===== config.mk =====
export PLATFORM = sky130hd
export DESIGN_NAME = prs_mac_cell
export DESIGN_NICKNAME = d
export VERILOG_FILES = /design/src/design/prs_pkg.sv /design/src/design/prs_mac_cell.sv
export SDC_FILE = /design/constraint.sdc
export NUM_CORES = 1
export LEC_CHECK = 0
export BUFFER_PORTS_ARGS = -buffer_cell sky130_fd_sc_hd__buf_2
export CAP_MARGIN = 20
export CORE_MARGIN = 8
export CORE_UTILIZATION = 57
export CTS_CLUSTER_DIAMETER = 50
export DETAILED_ROUTE_END_ITERATION = 7
export PLACE_DENSITY = 0.9
export SYNTH_ARGS = -nofsm -noshare
export SYNTH_HDL_FRONTEND = slang
export SYNTH_SLANG_ARGS = --single-unit

===== constraint.sdc =====
create_clock -name i_clk -period 6.1 [get_ports i_clk]
set_input_delay 0.305 -clock i_clk [delete_from_list [all_inputs] [get_ports i_clk]]
set_output_delay 0.305 -clock i_clk [all_outputs]
set_load 0.02 [all_outputs]

===== src/design/prs_pkg.sv =====
package prs_pkg;

    localparam int DATA_W    = 32;
    localparam int MAX_LEVEL = 10;
    localparam int ROW_DEPTH = (1 << MAX_LEVEL) + 1;
    localparam int CNT_W     = MAX_LEVEL + 1;
    localparam int IDX_W     = 10;
    localparam int LVL_W     = 4;
    localparam int INV_W     = 40;
    localparam int CFG_IDX_W = 1;
    localparam int CFG_DATA_W = INV_W;
    localparam int SUM_W     = DATA_W + 3;
    localparam int DIGIT_W   = 8;
    localparam int N_CELLS   = INV_W / DIGIT_W;
    localparam int PROD_W    = SUM_W + INV_W;
    localparam int FRAC_W    = 8;
    localparam int QV_W      = DATA_W + 1;
    localparam int RES_W     = DATA_W + 4;

    localparam logic [CFG_IDX_W-1:0] CFG_GRID_LEVEL = 1'b0;
    localparam logic [CFG_IDX_W-1:0] CFG_INV_H2     = 1'b1;

    localparam logic [LVL_W-1:0] LEVEL_RESET = 4'd1;
    localparam logic [INV_W-1:0] INV_RESET   = 40'd256;

    typedef struct packed {
        logic             valid;
        logic [IDX_W-1:0] row;
        logic [IDX_W-1:0] col;
        logic             done;
    } t_tag;

    typedef struct packed {
        t_tag                     tag;
        logic signed [DATA_W-1:0] north;
        logic signed [DATA_W-1:0] south;
        logic signed [DATA_W-1:0] west;
        logic signed [DATA_W-1:0] east;
        logic signed [DATA_W-1:0] center;
        logic signed [DATA_W-1:0] f;
    } t_stencil;

    typedef struct packed {
        t_tag                     tag;
        logic                     neg;
        logic signed [DATA_W-1:0] f;
        logic [SUM_W-1:0]         mag;
        logic [PROD_W-1:0]        acc;
    } t_cell;

    // Grid side for a level, with the level clamped to 1..MAX_LEVEL.
    function automatic logic [CNT_W-1:0] side_len(input logic [LVL_W-1:0] level);
        logic [LVL_W-1:0] l;
        l = level;
        if (l == '0) begin
            l = LVL_W'(1);
        end else if (l > LVL_W'(MAX_LEVEL)) begin
            l = LVL_W'(MAX_LEVEL);
        end
        return (CNT_W'(1) << l) + CNT_W'(1);
    endfunction

endpackage


===== src/design/prs_mac_cell.sv =====
module prs_mac_cell import prs_pkg::*; (
    input  logic               i_clk,
    input  logic               i_rst_n,
    input  logic               i_adv,
    input  logic [DIGIT_W-1:0] i_digit,
    input  t_cell              i_cell,
    output t_cell              o_cell
);

    logic [SUM_W+DIGIT_W-1:0] w_pp;
    t_cell                    n_cell, r_cell;

    // One byte of the reciprocal per cell, most significant first (Horner form).
    always_comb begin
        w_pp       = i_cell.mag * i_digit;
        n_cell     = i_cell;
        n_cell.acc = (i_cell.acc << DIGIT_W) + PROD_W'(w_pp);
    end

    always_ff @(posedge i_clk) begin
        if (!i_rst_n) begin
            r_cell.tag.valid <= 1'b0;
        end else if (i_adv) begin
            r_cell <= n_cell;
        end
    end

    assign o_cell = r_cell;

endmodule


== After elaboration in Yosys (flattened, before gate mapping) ==
Index checks and enable logic that the tools add are counted.

* Add/sub/neg operators: 1
* $mul: 1
* Reductions and logical operators: 1

{| class="wikitable"
|+ Operator list
! kind !! count
|-
| $add A75 B43 Y75 || 1
|-
| $mul A35 B8 Y43 || 1
|-
| $reduce_and A2 Y1 || 1
|}

* Register bits: 165
* Bits of input ports: 176
* Output and inout port bits: 165

== Depth between registers and ports, before layout ==
* Depth after elaboration: 2
* Gate-level depth with buffers: 21
* Mapped depth without buffers: 18

== Worst setup path before layout ==
OpenSTA, ideal clock, no wires.

* Kind: input port to flip-flop
* Start point: input i_digit[0]
* End point: register r_cell, in the netlist o_cell[63] (data pin)
* Setup time: 0.258 ns
* Arrival time: 5.088 ns
* Slack: 0.754 ns
* Cell stages on the path: 19
* Path through: clkbuf_1 clkbuf_1 nand2_1 fa_1 inv_1 fa_1 fa_1 inv_1 fa_1 inv_1 ha_1 buf_2 nand4_4 or3_1 o31ai_2 or4_4 nand3_4 or4_4 xnor2_2

{| class="wikitable"
|+ RTL lines
! what !! RTL line !! RTL
|-
| start, declared || prs_mac_cell.sv:5 || <nowiki>input logic [DIGIT_W-1:0] i_digit,</nowiki>
|-
| end signal, assigned || prs_mac_cell.sv:24 || <nowiki>r_cell <= n_cell;</nowiki>
|-
| end, declared || prs_mac_cell.sv:11 || <nowiki>t_cell n_cell, r_cell;</nowiki>
|}

==> results.tsv <==
stage	metric	value	unit
power_and_ir_drop	Sw Share	48.7	%
power_and_ir_drop	Worst VDD drop	0.424	mV
global_routing	Congestion Overflow GR	0	
sta	RSZ-0062 raised after global routing	false	
drt	met2 wire len	21.3	mm
logic_synthesis	commonest cells in the netlist	inv_1 (272), fa_1 (232), and2_1 (213)	
logic_synthesis	syn nets	1922	
clock_network	Post-CTS Setup Inserts	0	
critical_path	FF-to-FF Start	o_cell[164]	
logic_synthesis	Synth async-reset ratio	0	%
logic_synthesis	xor/xnor share of the synthesized area	3.86	%
finish	max reg flops	165	
logic_synthesis	top cells by area, synth	edfxtp_1 (32%), fa_1 (30%), and2_1 (8.5%)	
job	max_cap viols	0	
sta	final period utilization	90.1	%
clock_network	Sink Count	165	
clock_network	CTS Buf Count	17	
power_and_ir_drop	P_sw	4.28	mW
floorplanning	Die Span Y	182	um
logic_synthesis	YS warnings	0	
finish	Area Overhead vs Synth	17.4	%
drt	Vias	11800	
critical_path	crit path DAT	5.67	ns
power_and_ir_drop	Power Internal	4.51	mW
floorplanning	number of core rows	60	
drt	vias per cell	5.56	
drt	drt pass-1 iters	8	
clock_network	Root Buffer	clkbuf_16	
placed_design	count of input and output buffers	332	
critical_path	WS Path Type	input port to flop	
finish	nets	2247	
placed_design	placer congestion estimate	0.909	
logic_synthesis	Adder-Cell Fraction of Synth Area	35.4	%
drt	initial drt markers	803	
finish	Layout fillers	1961	
placed_design	dpl ws	0.301	ns
status	status	complete, no violations	
critical_path	CP Launch Type	input port	
sta	final hold violation count	0	
floorplanning	Die ar.	0.0330	mm^2
logic_synthesis	cell with the most instances after synthesis	inv_1	
sta	Slew Viols, Final	0	
logic_synthesis	Syn Std Cell Area	0.0156	mm^2
clock_network	CTS tree	done	
logic_synthesis	Synth Instances	1443	
floorplanning	Ports	341	
floorplanning	Initial Util	58.0	%
logic_synthesis	top cell type's share of synthesized area	31.5	%
logic_synthesis	EDFF count, synth	164	
logic_synthesis	main combinational cell family by area after synthesis	adder cells	
global_routing	vias in the first global route	13000	
power_and_ir_drop	Seq pwr share	20.0	%
clock_network	Post-CTS Hold Buffers	0	
global_routing	total global-route track usage	25.3	%
sta	final setup vio count	0	
logic_synthesis	Synth Flop Type	edfxtp_1	
sta	Setup WS post-layout	0.602	ns
sta	Slew Limit Headroom	46.5	%
hold_path	hold path start	i_cell[156]	
placed_design	Post-DP HPWL	32.3	mm
drt	WL/cell	19.3	um
critical_path	kind of end point of the critical path	flop	
logic_synthesis	leading area contributor after synthesis	edfxtp_1	
drt	M1 WL	15.2	mm
logic_synthesis	Synth cell types	57	
critical_path	CP startpoint	i_digit[2]	
power_and_ir_drop	clock share of power	13.4	%
power_and_ir_drop	Leak Pwr	8.56	nW
clock_network	H-Tree Depth	4	
global_routing	antenna violations before repair	3	
drt	metal3 WL	3.27	mm
power_and_ir_drop	Pwr per Cell Area	479	mW/mm^2
critical_path	Crit path required time	6.28	ns
drt	Top Metal Used	met4	
global_routing	largest net degree at the start of global routing	62	
logic_synthesis	Synth Area in Compound Gates	5.14	%
floorplanning	die width	182	um
logic_synthesis	Yosys reg bits	165	
logic_synthesis	Syn Area/Cell	10.8	um^2
drt	drt total wl	41.1	mm
floorplanning	core area	0.0270	mm^2
sta	worst clock skew	0	ns
drt	drt drc	0	
clock_network	Post-CTS Resized	0	
sta	Least-Margin Pin Slew	0.803	ns
sta	Setup TNS Final	0	ns
drt	antenna viol nets, final	0	
clock_network	Clk Latency, worst-skew pair	0.44	ns
clock_network	Max Root-Sink Buffers	2	
global_routing	first-pass GRT wire length	65.9	mm
power_and_ir_drop	combinational share of power	66.6	%
finish	share of cells above drive strength 1	22.6	%
sta	Achievable Freq	182	MHz
hold_path	Hold/Removal Path Class	input port to flop	
clock_network	clock slew at reported path FFs	0.08	ns
critical_path	Max FO, Critical Path	35	
sta	crit path time final	5.50	ns
logic_synthesis	register area share after synthesis	31.7	%
logic_synthesis	Simple-Gate Fraction of Synth Area	16.0	%
logic_synthesis	mux share of post-synthesis cell area	0.128	%
layout make-up:
class	count	area, um^2	share of cell area [%]
Antenna cell	3	7.51	0.0409
Clock inverter	15	214	1.17
Inverter	272	1020	5.57
Multi-Input combinational cell	960	9450	51.5
Tap cell	341	427	2.33
Sequential cell	165	4940	27.0
Timing Repair Buffer	352	1850	10.1
Clock buffer	17	425	2.32
power by group through the flow:
| stage | combinational, mW | sequential [mW] | clock (mW) |
|---|---|---|---|
| after floorplan | 3.99 | 2.04 | 0 |
| after global placement | 5.58 | 1.77 | 0 |
| after detailed placement | 5.71 | 1.78 | 0 |
| after CTS | 5.82 | 1.76 | 1.19 |
| after global routing | 6.45 | 1.77 | 1.23 |
| final | 5.86 | 1.76 | 1.18 |
layout by cell type, fill, tap and decap left out, types with 3 or more instances in the layout:
cell type	Yosys	layout
nand2_1	122	122
a211oi_1	3	3
o211ai_1	5	5
nor2b_1	7	7
buf_2	12	332
o21ai_1	4	4
inv_6	0	4
o21ai_0	25	25
nand3_1	16	16
or3_1	4	4
xnor2_1	43	43
clkbuf_16	0	17
nor2_1	35	35
nor3_1	14	14
inv_12	0	5
fa_1	232	232
o21a_1	3	3
and3_1	6	6
clkinv_8	0	6
inv_1	272	272
buf_4	3	17
xor2_1	24	24
a21o_1	4	4
a31oi_1	8	8
diode_2	0	3
edfxtp_1	164	164
buf_12	0	3
nand2b_1	6	6
and2_1	213	212
a21oi_1	48	48
o31ai_1	3	3
o21bai_1	7	7
nor4_1	6	6
nand4_1	17	17
ha_1	71	71
routing by layer:
metal	vias up	track usage [%]
met5	-	0
met4	0	10.6
met3	107	5.27
met2	572	44.8
met1	5907	29.5
li1	5225	-
worst max-delay path, cell delays in order:
cell	delay, ns
buf_2	0.52
and2_1	0.25
fa_1	0.44
fa_1	0.48
fa_1	0.57
inv_1	0.06
fa_1	0.55
inv_1	0.05
ha_1	0.37
a21oi_1	0.37
nand2_1	0.13
o21a_1	0.24
o21ai_1	0.35
o21ai_1	0.21
a31oi_1	0.40
o21ai_0	0.16
xor2_1	0.17
final timing paths:
kind / to / slack, ns / cells past startpoint
worst max-delay path: o_cell[32] / 0.60 / 17
worst min-delay path: o_cell[156] / 0.03 / 1
worst max register to register: o_cell[164] / 5.51 / 2
worst min register to register: o_cell[164] / 0.53 / 2
cell families after synthesis:
logic type / after synthesis
buffers and inverters: 318
DFF: 165
xor gates and xnor gates: 68
and+or+nand+nor: 459
adders and majority gates: 303
AOI/OAI and AO/OA: 128
muxes: 2
stage by stage:
| step | power (mW) | hold slack (ns) | std cells | cell area, um^2 | util (%) |
|---|---|---|---|---|---|
| 6_report | 8.79 | 0.0335 | 2125 | 18300 | 68.1 |
| 5_1_grt | 9.46 | 0.0123 | 2125 | 18300 | 68.1 |
| 4_1_cts | 8.77 | 0.0168 | 2122 | 18300 | 68.0 |
| 3_5_place_dp | 7.49 | 0.483 | 2090 | 17700 | 65.7 |
| 3_3_place_gp | 7.35 | 0.482 | 2090 | 17700 | 65.7 |
| 2_1_floorplan | 6.03 | 0.404 | 1443 | 15600 | - |
Power figures use the tool's default switching activity.
